$ cat src/hdl/kalman_angle_bias_filter_core_macros.svh
// ----------------------------------------------------------------------------
// Assertion macros for the angle/bias filter core
// Clocked on aclk; the first form is gated by reset, the second is not.
// ----------------------------------------------------------------------------
`ifndef KALMAN_ANGLE_BIAS_FILTER_CORE_MACROS_SVH
`define KALMAN_ANGLE_BIAS_FILTER_CORE_MACROS_SVH

`ifndef SYNTH
`define KABF_ASSERT(lbl, prop) \
    lbl: assert property (@(posedge aclk) disable iff (!aresetn) prop) \
        else $error("kabf assertion failed");
`define KABF_ASSERT_ALWAYS(lbl, prop) \
    lbl: assert property (@(posedge aclk) prop) \
        else $error("kabf assertion failed");
`else
`define KABF_ASSERT(lbl, prop)
`define KABF_ASSERT_ALWAYS(lbl, prop)
`endif

`endif

$ cat src/hdl/kabf_pkg.sv
// ----------------------------------------------------------------------------
// kabf_pkg
// Shared types, codes and saturation helpers of the angle/bias filter core.
// ----------------------------------------------------------------------------
package kabf_pkg;

    localparam int DataW   = 32;
    localparam int DtW     = 24;
    localparam int NoiseW  = 31;
    localparam int InW     = 88;
    localparam int CfgIdxW = 2;
    localparam int CntW    = 6;

    localparam logic [NoiseW-1:0] RESET_ANGLE_NOISE   = 31'd268435;
    localparam logic [NoiseW-1:0] RESET_BIAS_NOISE    = 31'd805306;
    localparam logic [NoiseW-1:0] RESET_MEASURE_NOISE = 31'd8053064;

    localparam logic [CfgIdxW-1:0] CFG_ANGLE_NOISE   = 2'd0;
    localparam logic [CfgIdxW-1:0] CFG_BIAS_NOISE    = 2'd1;
    localparam logic [CfgIdxW-1:0] CFG_MEASURE_NOISE = 2'd2;

    // multiplier operand selects
    localparam logic [3:0] MUL_DT_P11   = 4'd0;
    localparam logic [3:0] MUL_DT_RATE  = 4'd1;
    localparam logic [3:0] MUL_DT_BN    = 4'd2;
    localparam logic [3:0] MUL_DT_INNER = 4'd3;
    localparam logic [3:0] MUL_K0_Y     = 4'd4;
    localparam logic [3:0] MUL_K1_Y     = 4'd5;
    localparam logic [3:0] MUL_K0_P00   = 4'd6;
    localparam logic [3:0] MUL_K0_P01   = 4'd7;
    localparam logic [3:0] MUL_K1_P00   = 4'd8;
    localparam logic [3:0] MUL_K1_P01   = 4'd9;

    // writeback targets of the rounded product
    localparam logic [3:0] WB_NONE      = 4'd0;
    localparam logic [3:0] WB_M11       = 4'd1;
    localparam logic [3:0] WB_ANGLE_ADD = 4'd2;
    localparam logic [3:0] WB_P11_ADD   = 4'd3;
    localparam logic [3:0] WB_P00_ADD   = 4'd4;
    localparam logic [3:0] WB_BIAS_ADD  = 4'd5;
    localparam logic [3:0] WB_P00_SUB   = 4'd6;
    localparam logic [3:0] WB_P01_SUB   = 4'd7;
    localparam logic [3:0] WB_P10_SUB   = 4'd8;
    localparam logic [3:0] WB_P11_SUB   = 4'd9;

    typedef struct packed {
        logic       load;
        logic       rate_calc;
        logic       inner_calc;
        logic       inno_calc;
        logic       div_init;
        logic       div_step;
        logic       div_fin;
        logic       mul_en;
        logic [3:0] mul_sel;
        logic [3:0] wb_sel;
        logic       out_load;
    } cmd_t;

    localparam logic signed [45:0] SatMax = 46'sd2147483647;
    localparam logic signed [45:0] SatMin = -46'sd2147483648;

    function automatic logic signed [31:0] sat32(input logic signed [45:0] v);
        logic signed [31:0] r;
        if (v > SatMax) begin
            r = 32'sh7FFF_FFFF;
        end else if (v < SatMin) begin
            r = 32'sh8000_0000;
        end else begin
            r = v[31:0];
        end
        return r;
    endfunction

    function automatic logic signed [45:0] sx46(input logic signed [31:0] v);
        return {{14{v[31]}}, v};
    endfunction

endpackage

$ cat src/hdl/kabf_ctrl.sv
// ----------------------------------------------------------------------------
// kabf_ctrl
// Sequencer: walks the fixed predict/divide/correct schedule and owns the
// input and output handshakes.
// ----------------------------------------------------------------------------
`include "kalman_angle_bias_filter_core_macros.svh"

module kabf_ctrl (
    input  logic            aclk,
    input  logic            aresetn,
    input  logic            s_tvalid,
    output logic            s_tready,
    output logic            m_tvalid,
    input  logic            m_tready,
    output kabf_pkg::cmd_t  cmd
);
    import kabf_pkg::*;

    localparam logic [1:0] ST_IDLE = 2'd0;
    localparam logic [1:0] ST_RUN  = 2'd1;
    localparam logic [1:0] ST_HOLD = 2'd2;

    localparam logic [CntW-1:0] DivFirst = 6'd9;
    localparam logic [CntW-1:0] DivLast  = 6'd40;
    localparam logic [CntW-1:0] LastCnt  = 6'd49;

    logic [1:0]      state_reg, state_next;
    logic [CntW-1:0] cnt_reg, cnt_next;
    logic            mvalid_reg, mvalid_next;
    logic            accept, out_free;

    assign s_tready = (state_reg == ST_IDLE);
    assign m_tvalid = mvalid_reg;
    assign accept   = s_tvalid && s_tready;
    assign out_free = !mvalid_reg || m_tready;

    always_comb begin
        cmd        = '0;
        state_next = state_reg;
        cnt_next   = cnt_reg;
        case (state_reg)
            ST_IDLE: begin
                if (accept) begin
                    cmd.load   = 1'b1;
                    state_next = ST_RUN;
                    cnt_next   = '0;
                end
            end
            ST_RUN: begin
                cnt_next = cnt_reg + 6'd1;
                case (cnt_reg)
                    6'd0: begin
                        cmd.rate_calc = 1'b1;
                        cmd.mul_en    = 1'b1;
                        cmd.mul_sel   = MUL_DT_P11;
                    end
                    6'd1: begin
                        cmd.mul_en  = 1'b1;
                        cmd.mul_sel = MUL_DT_RATE;
                    end
                    6'd2: begin
                        cmd.wb_sel  = WB_M11;
                        cmd.mul_en  = 1'b1;
                        cmd.mul_sel = MUL_DT_BN;
                    end
                    6'd3: begin
                        cmd.wb_sel     = WB_ANGLE_ADD;
                        cmd.inner_calc = 1'b1;
                    end
                    6'd4: begin
                        cmd.wb_sel  = WB_P11_ADD;
                        cmd.mul_en  = 1'b1;
                        cmd.mul_sel = MUL_DT_INNER;
                    end
                    6'd6: cmd.wb_sel = WB_P00_ADD;
                    6'd7: cmd.inno_calc = 1'b1;
                    6'd8: cmd.div_init = 1'b1;
                    6'd41: cmd.div_fin = 1'b1;
                    6'd42: begin
                        cmd.mul_en  = 1'b1;
                        cmd.mul_sel = MUL_K0_Y;
                    end
                    6'd43: begin
                        cmd.mul_en  = 1'b1;
                        cmd.mul_sel = MUL_K1_Y;
                    end
                    // first row is read before it is corrected
                    6'd44: begin
                        cmd.wb_sel  = WB_ANGLE_ADD;
                        cmd.mul_en  = 1'b1;
                        cmd.mul_sel = MUL_K1_P00;
                    end
                    6'd45: begin
                        cmd.wb_sel  = WB_BIAS_ADD;
                        cmd.mul_en  = 1'b1;
                        cmd.mul_sel = MUL_K1_P01;
                    end
                    6'd46: begin
                        cmd.wb_sel  = WB_P10_SUB;
                        cmd.mul_en  = 1'b1;
                        cmd.mul_sel = MUL_K0_P00;
                    end
                    6'd47: begin
                        cmd.wb_sel  = WB_P11_SUB;
                        cmd.mul_en  = 1'b1;
                        cmd.mul_sel = MUL_K0_P01;
                    end
                    6'd48: cmd.wb_sel = WB_P00_SUB;
                    6'd49: begin
                        cmd.wb_sel = WB_P01_SUB;
                        if (out_free) begin
                            cmd.out_load = 1'b1;
                            state_next   = ST_IDLE;
                        end else begin
                            state_next = ST_HOLD;
                        end
                    end
                    default: ;
                endcase
                if (cnt_reg >= DivFirst && cnt_reg <= DivLast) begin
                    cmd.div_step = 1'b1;
                end
            end
            ST_HOLD: begin
                if (out_free) begin
                    cmd.out_load = 1'b1;
                    state_next   = ST_IDLE;
                end
            end
            default: state_next = ST_IDLE;
        endcase
    end

    always_comb begin
        if (cmd.out_load) begin
            mvalid_next = 1'b1;
        end else if (m_tready) begin
            mvalid_next = 1'b0;
        end else begin
            mvalid_next = mvalid_reg;
        end
    end

    always_ff @(posedge aclk) begin
        if (!aresetn) begin
            state_reg  <= ST_IDLE;
            cnt_reg    <= '0;
            mvalid_reg <= 1'b0;
        end else begin
            state_reg  <= state_next;
            cnt_reg    <= cnt_next;
            mvalid_reg <= mvalid_next;
        end
    end

    `KABF_ASSERT(a_accept_starts, (s_tvalid && s_tready) |=> (state_reg == ST_RUN && cnt_reg == 6'd0))
    `KABF_ASSERT(a_out_no_overwrite, cmd.out_load |-> (!mvalid_reg || m_tready))
    `KABF_ASSERT(a_cnt_bound, (state_reg == ST_RUN) |-> (cnt_reg <= LastCnt))
    `KABF_ASSERT_ALWAYS(a_div_cmds_exclusive, $onehot0({cmd.div_init, cmd.div_step, cmd.div_fin}))

endmodule

$ cat config.mk
export PLATFORM = sky130hd
export DESIGN_NAME = kabf_ctrl
export DESIGN_NICKNAME = d
export VERILOG_FILES = /design/src/hdl/kabf_pkg.sv /design/src/hdl/kabf_ctrl.sv
export VERILOG_INCLUDE_DIRS = /design/src /design/src/hdl
export SDC_FILE = /design/constraint.sdc
export NUM_CORES = 1
export LEC_CHECK = 0
export ABC_AREA = 1
export BUFFER_PORTS_ARGS = -buffer_cell sky130_fd_sc_hd__clkbuf_2
export CORE_UTILIZATION = 45
export DETAILED_ROUTE_END_ITERATION = 6
export GPL_TIMING_DRIVEN = 0
export PLACE_DENSITY = 0.72
export SYNTH_ARGS = -nofsm -noshare
export SYNTH_HDL_FRONTEND = slang
export SYNTH_SLANG_ARGS = --single-unit
$ cat constraint.sdc
create_clock -name aclk -period 1.39 [get_ports aclk]
set_input_delay 0.278 -clock aclk [delete_from_list [all_inputs] [get_ports aclk]]
set_output_delay 0.278 -clock aclk [all_outputs]
set_load 0.01 [all_outputs]
==> results.toml, run 1 <==
[detailed_routing]
drt_pass1_iterations = 4
wl_per_cell_um = 17.0
ant_nets = 0
via_per_inst = 5.89
wirelength_um = 3730
drt_iter0_markers = 47
drc = 0
vias = 1291

[run]
cap_violations = 0

[clock_network]
clock_path_buffers = 2
clkSinkCount = 9
htreeDepth = 1
cts.reportedPaths.clkPinSlew_ns = 0.06
clock_latency_ns = 0.28
clockRootBuffer = "clkbuf_4"
cts_made_buffers = 3
cts_tree = "done"

[floorplan]
io_pins = 23
fp-row-count = 15
die_area_um2 = 2190
die_h_um = 46.8
core_area_um2 = 1800
die_x_um = 46.8
initial_utilization_pct = 50.1

[final_layout]
layout_commonest_cell = "nand2_1"
n_fill_cell = 86
n_antenna_cell = 0
nets = 207
area_growth_pct = 78.9
largest_reg_flops = 6
seq_area_um2 = 199
final_core_util_pct = 89.7
final_cells = 219
layout_common_cells = "nand2_1, buf_6, nand3_1"
drive_gt1_share_pct = 58.2
multi_input_area_um2 = 816

[worst_setup_path]
start_kind = "flip-flop"
r2r_start = "state_reg[1]"
arrival_ns = 1.64
critical_path.max_fanout = 6
cp-end-kind = "primary output"
critPathLaunch = "cnt_reg[0]"
required_ns = 1.11
r2r-end = "cnt_reg[5]"
cp-endpoint = "cmd[11]"
critPathKind = "reg -> out"
ff2ff_setup_slack_ns = -0.18
reg2reg_depth = 10

[place]
hpwl_um = 1760
port_buffers = 22
placed_cells = 192
place_congestion = 0.920
dp_worst_setup_slack_ns = -0.251

[sta]
maxSlewViolCount = 0
hold_viol = 0
fmax_mhz = 521
rsz0062_at_grt = "true"
final-setup-viol-count = 24
worst_hold_slack_ns = 0.226
fin_crit_ns = 1.92
layout_worst_path_cycle_share_pct = 138
worstMarginPinSlew_ns = 0.376
fin_ws_ns = -0.528
relSlewSlack_pct = 74.9
fin_skew_ns = 0.000810

[yosys]
synth_cell_types = 28
netlist_area_um2 = 903
synth_nets = 157
synth.top_cell.area_share_pct = 19.9
synth.largest_area_cell = "dfxtp_1"
yosysSeqAreaShare_pct = 19.9
netlist_top_cells_area = "dfxtp_1, nand2_1, ha_1, nand3_1, inv_1"
synth.avg_cell_area_um2 = 6.23
ys_warn_count = 0
ys_ff_latch = 9
synthCells = 145

[global_route]
antenna_found_initial = 0
grt_pass1_wl_um = 4610
grt_start_max_net_pins = 9
grt_usage_pct = 30.6
grt_pass1_vias = 1056
grt_overflow = 0

[outcome]
outcome = "complete, but fails checks"
violations = "setup timing"

[worst_hold_path]
hp-class = "in -> reg"

[power]
p_leak_nw = 0.710
ir_worst_vdd_uv = 660
powerDensity_nw_per_um2 = 477
finalPower_mw = 0.772
-- cell type report --
cell class / count / area share, %
well taps: 25 / 1.93
clock buffers: 4 / 1.63
flip-flops and latches: 9 / 12.3
repair buffers: 46 / 23.9
plain buffers: 3 / 2.09
inverters: 25 / 7.66
multi-input cells: 107 / 50.5
-- worst max-delay path: stages (launching register included) --
cell	delay (ns)
dfxtp_4	0.40
buf_6	0.11
ha_4	0.17
inv_1	0.07
a21oi_2	0.16
nor3_2	0.06
nor4_2	0.20
buf_2	0.19
-- layer usage --
metal / GRT usage [%] / up-vias / wire length [µm] / part of all wire, %
li1: - / 563 / - / -
met1: 31.1 / 589 / 1330 / 36
met2: 54.7 / 114 / 1850 / 50
met3: 8.46 / 25 / 334 / 9.0
met4: 20.0 / 0 / 217 / 5.8
met5: 0 / - / 0 / 0
-- worst min-delay path by stage --
stage,from,to,cells after the start
2_1_floorplan,aresetn,cnt_reg[0],2
3_3_place_gp,state_reg[0],state_reg[0],2
3_5_place_dp,state_reg[0],state_reg[0],2
4_1_cts,aresetn,cnt_reg[0],3
5_1_grt,aresetn,cnt_reg[0],3
6_report,aresetn,cnt_reg[0],3
-- power breakdown --
part	leakage [nW]	switching, mW	total, mW	internal (mW)
registers	0.0774	0.0113	0.271	0.260
logic	0.618	0.147	0.277	0.131
clock network	0.0150	0.111	0.223	0.112
total	0.710	0.270	0.772	0.502
-- through the flow --
step | setup TNS, ns | cell area (µm²)
final | -6.89 | 1620
after global placement | -2.98 | 1100
after global routing | -8.32 | 1620
after detailed placement | -3.25 | 1100
after CTS | -5.10 | 1470
after floorplan | -0.00807 | 957
-- cells in the mapped netlist (all sizes together) --
master and count:
a21oi 13, buf 4, dfxtp 9, ha 8, inv 25, nand2 30
nand3 19, nand3b 1, nand4 2, nor2 20, nor3 6, nor4 2
o211ai 1, o21ai 2, o21bai 1, or2 1, xor2 1
-- cells by family after synthesis --
| family | share of synthesized area, % |
|---|---|
| and+or+nand+nor | 42.2 |
| buffers and inverters | 13.7 |
| AOI/OAI and AO/OA | 12.1 |
| DFF | 19.9 |
| adders and majority gates | 11.1 |
| xor gates and xnor gates | 0.970 |
-- timing repair --
action	in CTS	in global routing
endpoints found under the setup margin	22	24
buffers inserted	15	8
pin swaps	14	22
gates resized for setup	60	33
hold buffers	0	0
gates cloned	1	0
Power figures use the tool's default switching activity.
==> inputs of run 2 (changes only) <==
--- a/config.mk
+++ b/config.mk
@@ -8,10 +8,12 @@
 export LEC_CHECK = 0
 export ABC_AREA = 1
 export BUFFER_PORTS_ARGS = -buffer_cell sky130_fd_sc_hd__clkbuf_2
-export CORE_UTILIZATION = 45
+export CELL_PAD_IN_SITES_DETAIL_PLACEMENT = 0
+export CELL_PAD_IN_SITES_GLOBAL_PLACEMENT = 1
+export CORE_UTILIZATION = 32
 export DETAILED_ROUTE_END_ITERATION = 6
 export GPL_TIMING_DRIVEN = 0
-export PLACE_DENSITY = 0.72
+export PLACE_DENSITY_LB_ADDON = 0.1
 export SYNTH_ARGS = -nofsm -noshare
 export SYNTH_HDL_FRONTEND = slang
 export SYNTH_SLANG_ARGS = --single-unit
==> run 2 against run 1 <==
  * Critical path depth unchanged
  * Die area grew 39%
  * The flow still finishes with violations (setup timing)
  * Largest power group unchanged
  * Critical endpoint unchanged
  * First-iteration DRC count decreased by 64%
  * Sequential power hardly changed
==> results.toml, run 2 (synthesis gave the netlist of run 1 again) <==
[outcome]
outcome = "complete, but fails checks"
violations = "setup timing"

[sta]
fin_ws_ns = -0.502
fin_skew_ns = 0.00231
final-setup-viol-count = 17
relSlewSlack_pct = 82.9
worstMarginPinSlew_ns = 0.256
hold_viol = 0
fin_crit_ns = 1.89
maxSlewViolCount = 0
fin_tns_setup_ns = -5.74
fmax_mhz = 529
layout_worst_path_cycle_share_pct = 136
rsz0062_at_grt = "true"
worst_hold_slack_ns = 0.210

[place]
port_buffers = 22
place_congestion = 0.760
hpwl_um = 1890

[worst_setup_path]
critPathKind = "reg -> out"
path_buf_inv = 3
critical_path.max_fanout = 4
arrival_ns = 1.61
slowest_delay_ns = 0.38
start_kind = "flip-flop"
required_ns = 1.11
cp_slowest_cell = "dfxtp_4"
critPathTopFamily = "flip-flops"
cp_cell_sequence = "inv_6 -> buf_6 -> ha_4 -> a21oi_2 -> nor3_2 -> nor4_2 -> buf_2"
cp-end-kind = "primary output"

[clock_network]
clock_latency_ns = 0.27
clock_path_buffers = 2
cts_tree = "done"
clockRootBuffer = "clkbuf_4"
cts_made_buffers = 3
htreeDepth = 1
holdBufCountCts = 0
cts.reportedPaths.clkPinSlew_ns = 0.06
clkSinkCount = 9

[detailed_routing]
ant_nets = 0
drt_iter0_markers = 17
drc = 0
vias = 1125
via_per_inst = 4.96
wl_per_cell_um = 12.8
wirelength_um = 2910
drt_pass1_iterations = 4

[global_route]
grt_pass1_wl_um = 4170
grt_pass1_vias = 905
antenna_found_initial = 0
grt_usage_pct = 20.0
grt_start_max_net_pins = 10
grt_overflow = 0

[power]
p_leak_nw = 0.721
ir_worst_vdd_uv = 696
powerDensity_nw_per_um2 = 465

[final_layout]
drive_gt1_share_pct = 62.4
multi_input_area_um2 = 832
n_fill_cell = 233
area_growth_pct = 83.9
layout_common_cells = "nand2_1, buf_4, buf_6"
final_core_util_pct = 64.7
nets = 210
n_antenna_cell = 0
layout_commonest_cell = "nand2_1"
seq_area_um2 = 195
largest_reg_flops = 6

[floorplan]
core_area_um2 = 2570
fp-row-count = 18
initial_utilization_pct = 35.2
die_area_um2 = 3040
die_h_um = 55.1
io_pins = 23
die_x_um = 55.1

[run]
cap_violations = 0

[worst_hold_path]
hp-class = "in -> reg"
-- run 2: path summary, 6_finish.rpt --
| check | start | end | slack [ns] | cells after the start |
|---|---|---|---|---|
| min reg2reg | state_reg[1] | state_reg[1] | 0.51 | 2 |
| max reg2reg | state_reg[1] | cnt_reg[5] | -0.01 | 10 |
| max | cnt_reg[0] | cmd[11] | -0.50 | 7 |
| min | aresetn | cnt_reg[0] | 0.21 | 3 |
-- run 2: timing repair --
item	in CTS	in global routing
setup buffers	17	8
endpoints found under the setup margin	23	22
cloned	1	0
pin swaps	27	19
endpoints found under the hold margin	0	0
gates resized for setup	69	27
-- run 2: cell type report --
cell class | count | share of cell area, %
Buffer | 4 | 2.71
Clock buffer | 4 | 1.58
Inverter | 25 | 7.45
Multi-Input combinational cell | 107 | 50.1
Sequential cell | 9 | 11.7
Tap cell | 30 | 2.26
Timing Repair Buffer | 48 | 24.2
-- run 2: per-stage QoR --
step	total power, mW	area, µm²	setup slack [ns]	cells
3_5_place_dp	0.425	1100	-0.295	197
5_1_grt	0.812	1660	-0.558	227
4_1_cts	0.753	1540	-0.494	219
2_1_floorplan	0.383	957	-0.00807	145
6_report	0.773	1660	-0.502	227
3_3_place_gp	0.425	1100	-0.291	197
-- run 2: power breakdown --
group | leakage, nW | switching (mW) | internal, mW
Clock | 0.0150 | 0.104 | 0.111
Sequential | 0.0765 | 0.0103 | 0.262
Combinational | 0.630 | 0.141 | 0.145
-- run 2: layer usage --
metal  global-route usage, %  routed length [µm]  part of all wire (%)
met1                    26.3                1320                    45
met2                    32.3                1450                    50
met3                    2.46                 101                   3.5
met4                    8.75                  31                   1.1
met5                       0                   0                     0
-- run 2: worst register-to-register path: stages (launching register included) --
cell	delay, ns
dfxtp_2	0.34
inv_4	0.07
ha_4	0.16
inv_8	0.05
buf_6	0.12
o21ai_4	0.23
nand3_2	0.11
nand2_2	0.08
nand2_1	0.05
nand2_1	0.05
inv_1	0.03
==> inputs of run 3 (changes only) <==
--- a/config.mk
+++ b/config.mk
@@ -10,7 +10,7 @@
 export BUFFER_PORTS_ARGS = -buffer_cell sky130_fd_sc_hd__clkbuf_2
 export CELL_PAD_IN_SITES_DETAIL_PLACEMENT = 0
 export CELL_PAD_IN_SITES_GLOBAL_PLACEMENT = 1
-export CORE_UTILIZATION = 32
+export CORE_UTILIZATION = 35
 export DETAILED_ROUTE_END_ITERATION = 6
 export GPL_TIMING_DRIVEN = 0
 export PLACE_DENSITY_LB_ADDON = 0.1
==> constraint.sdc (replaced) <==
create_clock -name aclk -period 2.03 [get_ports aclk]
set_input_delay 0.406 -clock aclk [delete_from_list [all_inputs] [get_ports aclk]]
set_output_delay 0.406 -clock aclk [all_outputs]
set_load 0.01 [all_outputs]
==> run 3 against run 2 <==
  * The run now ends clean
  * Critical path depth is 1 higher
  * Sequential share of layout area is 3.2 points higher
  * Cell count is 7.5% lower
  * Setup slack better by 0.52 ns
  * First-iteration DRC count stayed put
  * Critical path type unchanged
  * Largest cell class unchanged
  * Largest power group is now registers
  * Highest routed layer unchanged
==> results.toml, run 3 (synthesis gave the netlist of run 1 again) <==
[outcome]
outcome = "finished clean"

[clock_network]
cts_tree = "done"
cts_made_buffers = 3
clock_latency_ns = 0.26
clockRootBuffer = "clkbuf_4"
holdBufCountCts = 0
clock_path_buffers = 2
cts.reportedPaths.clkPinSlew_ns = 0.06
clkSinkCount = 9
htreeDepth = 1

[power]
powerDensity_nw_per_um2 = 347
p_leak_nw = 0.574
ir_worst_vdd_uv = 381

[detailed_routing]
vias = 1026
drt_pass1_iterations = 4
wl_per_cell_um = 11.5
drc = 0
ant_nets = 0
drt_iter0_markers = 17
wirelength_um = 2420
via_per_inst = 4.89

[place]
hpwl_um = 1770
dp_worst_setup_slack_ns = 0.154
place_congestion = 0.810
port_buffers = 22

[floorplan]
die_x_um = 52.8
initial_utilization_pct = 36.8
io_pins = 23
fp-row-count = 18
core_area_um2 = 2450
die_area_um2 = 2790
die_h_um = 52.8

[global_route]
grt_pass1_vias = 820
grt_start_max_net_pins = 11
grt_overflow = 0
antenna_found_initial = 0
grt_usage_pct = 17.5
grt_pass1_wl_um = 3590

[sta]
fin_ws_ns = 0.0175
layout_worst_path_cycle_share_pct = 99.1
rsz0062_at_grt = "true"
worst_hold_slack_ns = 0.372
fin_skew_ns = 0.000408
fin_tns_setup_ns = 0
hold_viol = 0
maxSlewViolCount = 0
final-setup-viol-count = 0
fmax_mhz = 497
relSlewSlack_pct = 78.2
worstMarginPinSlew_ns = 0.326
fin_crit_ns = 2.01

[final_layout]
largest_reg_flops = 6
n_antenna_cell = 0
area_growth_pct = 39.5
final_core_util_pct = 51.3
nets = 193
layout_common_cells = "nand2_1, clkbuf_2, nor2_1"
layout_commonest_cell = "nand2_1"
drive_gt1_share_pct = 37.8

[worst_setup_path]
slowest_delay_ns = 0.40
path_common_cell = "nand2_1"
required_ns = 1.62
path_buf_inv = 3
cp-end-kind = "primary output"
critical_path.max_fanout = 5
cp_cell_sequence = "inv_6 -> ha_4 -> buf_4 -> o211ai_1 -> nand3b_1 -> nand2_1 -> nand2_1 -> buf_2"
critPathTopFamily = "flip-flops"
critPathKind = "reg -> out"
arrival_ns = 1.61
cp_slowest_cell = "dfxtp_4"
start_kind = "flip-flop"

[run]
cap_violations = 0

[worst_hold_path]
hp-class = "in -> reg"
## run 3: changes by cell type in the layout (fill, tap and decap cells not counted), sizes merged
cell    change
buf        -29
clkbuf     +12
## run 3: routing by layer
metal,wire length (µm),vias up,track usage (%)
li1,-,537,-
met1,1150,458,25.1
met2,1160,27,27.0
met3,90,4,0.870
met4,25,0,6.58
met5,0,-,0
## run 3: final timing paths
path	start	endpoint	slack [ns]	cells past startpoint
setup / recovery	cnt_reg[1]	cmd[9]	0.02	8
hold / removal	aresetn	cnt_reg[0]	0.37	3
setup reg to reg	state_reg[0]	cnt_reg[4]	0.38	7
hold reg to reg	state_reg[1]	state_reg[1]	0.51	2
## run 3: stage by stage
step           std cells  total power, mW  area (µm²)
6_report             210            0.437        1260
5_1_grt              210            0.461        1260
4_1_cts              201            0.429        1120
3_5_place_dp         197            0.282        1050
3_3_place_gp         197            0.282        1050
2_1_floorplan        145            0.254         903
## run 3: layout make-up
type,instances,area (µm²)
Inverter,25,104
Sequential cell,9,189
Clock buffer,4,26.3
Timing Repair Buffer,31,184
Multi-Input combinational cell,107,684
Tap cell,30,37.5
Buffer,4,35.0
Fill cell,251,1190
## run 3: power breakdown
group          leakage (nW)  switching [mW]  internal, mW  total [mW]
Sequential           0.0749         0.00787         0.179       0.187
Combinational         0.485          0.0685        0.0446       0.113
Clock                0.0150          0.0612        0.0757       0.137
Total                 0.574           0.138         0.300       0.437
## run 3: what timing repair did
action	in CTS	in global routing
gates cloned	0	0
pin swaps	1	8
gates resized for setup	13	20
endpoints found under the setup margin	15	9
buffers inserted	0	9
hold endpoints to repair	0	0
## run 3: worst min-delay path, cell delays in order
cell      delay (ns)
clkbuf_2        0.09
nand2_1         0.06
a21oi_1         0.03
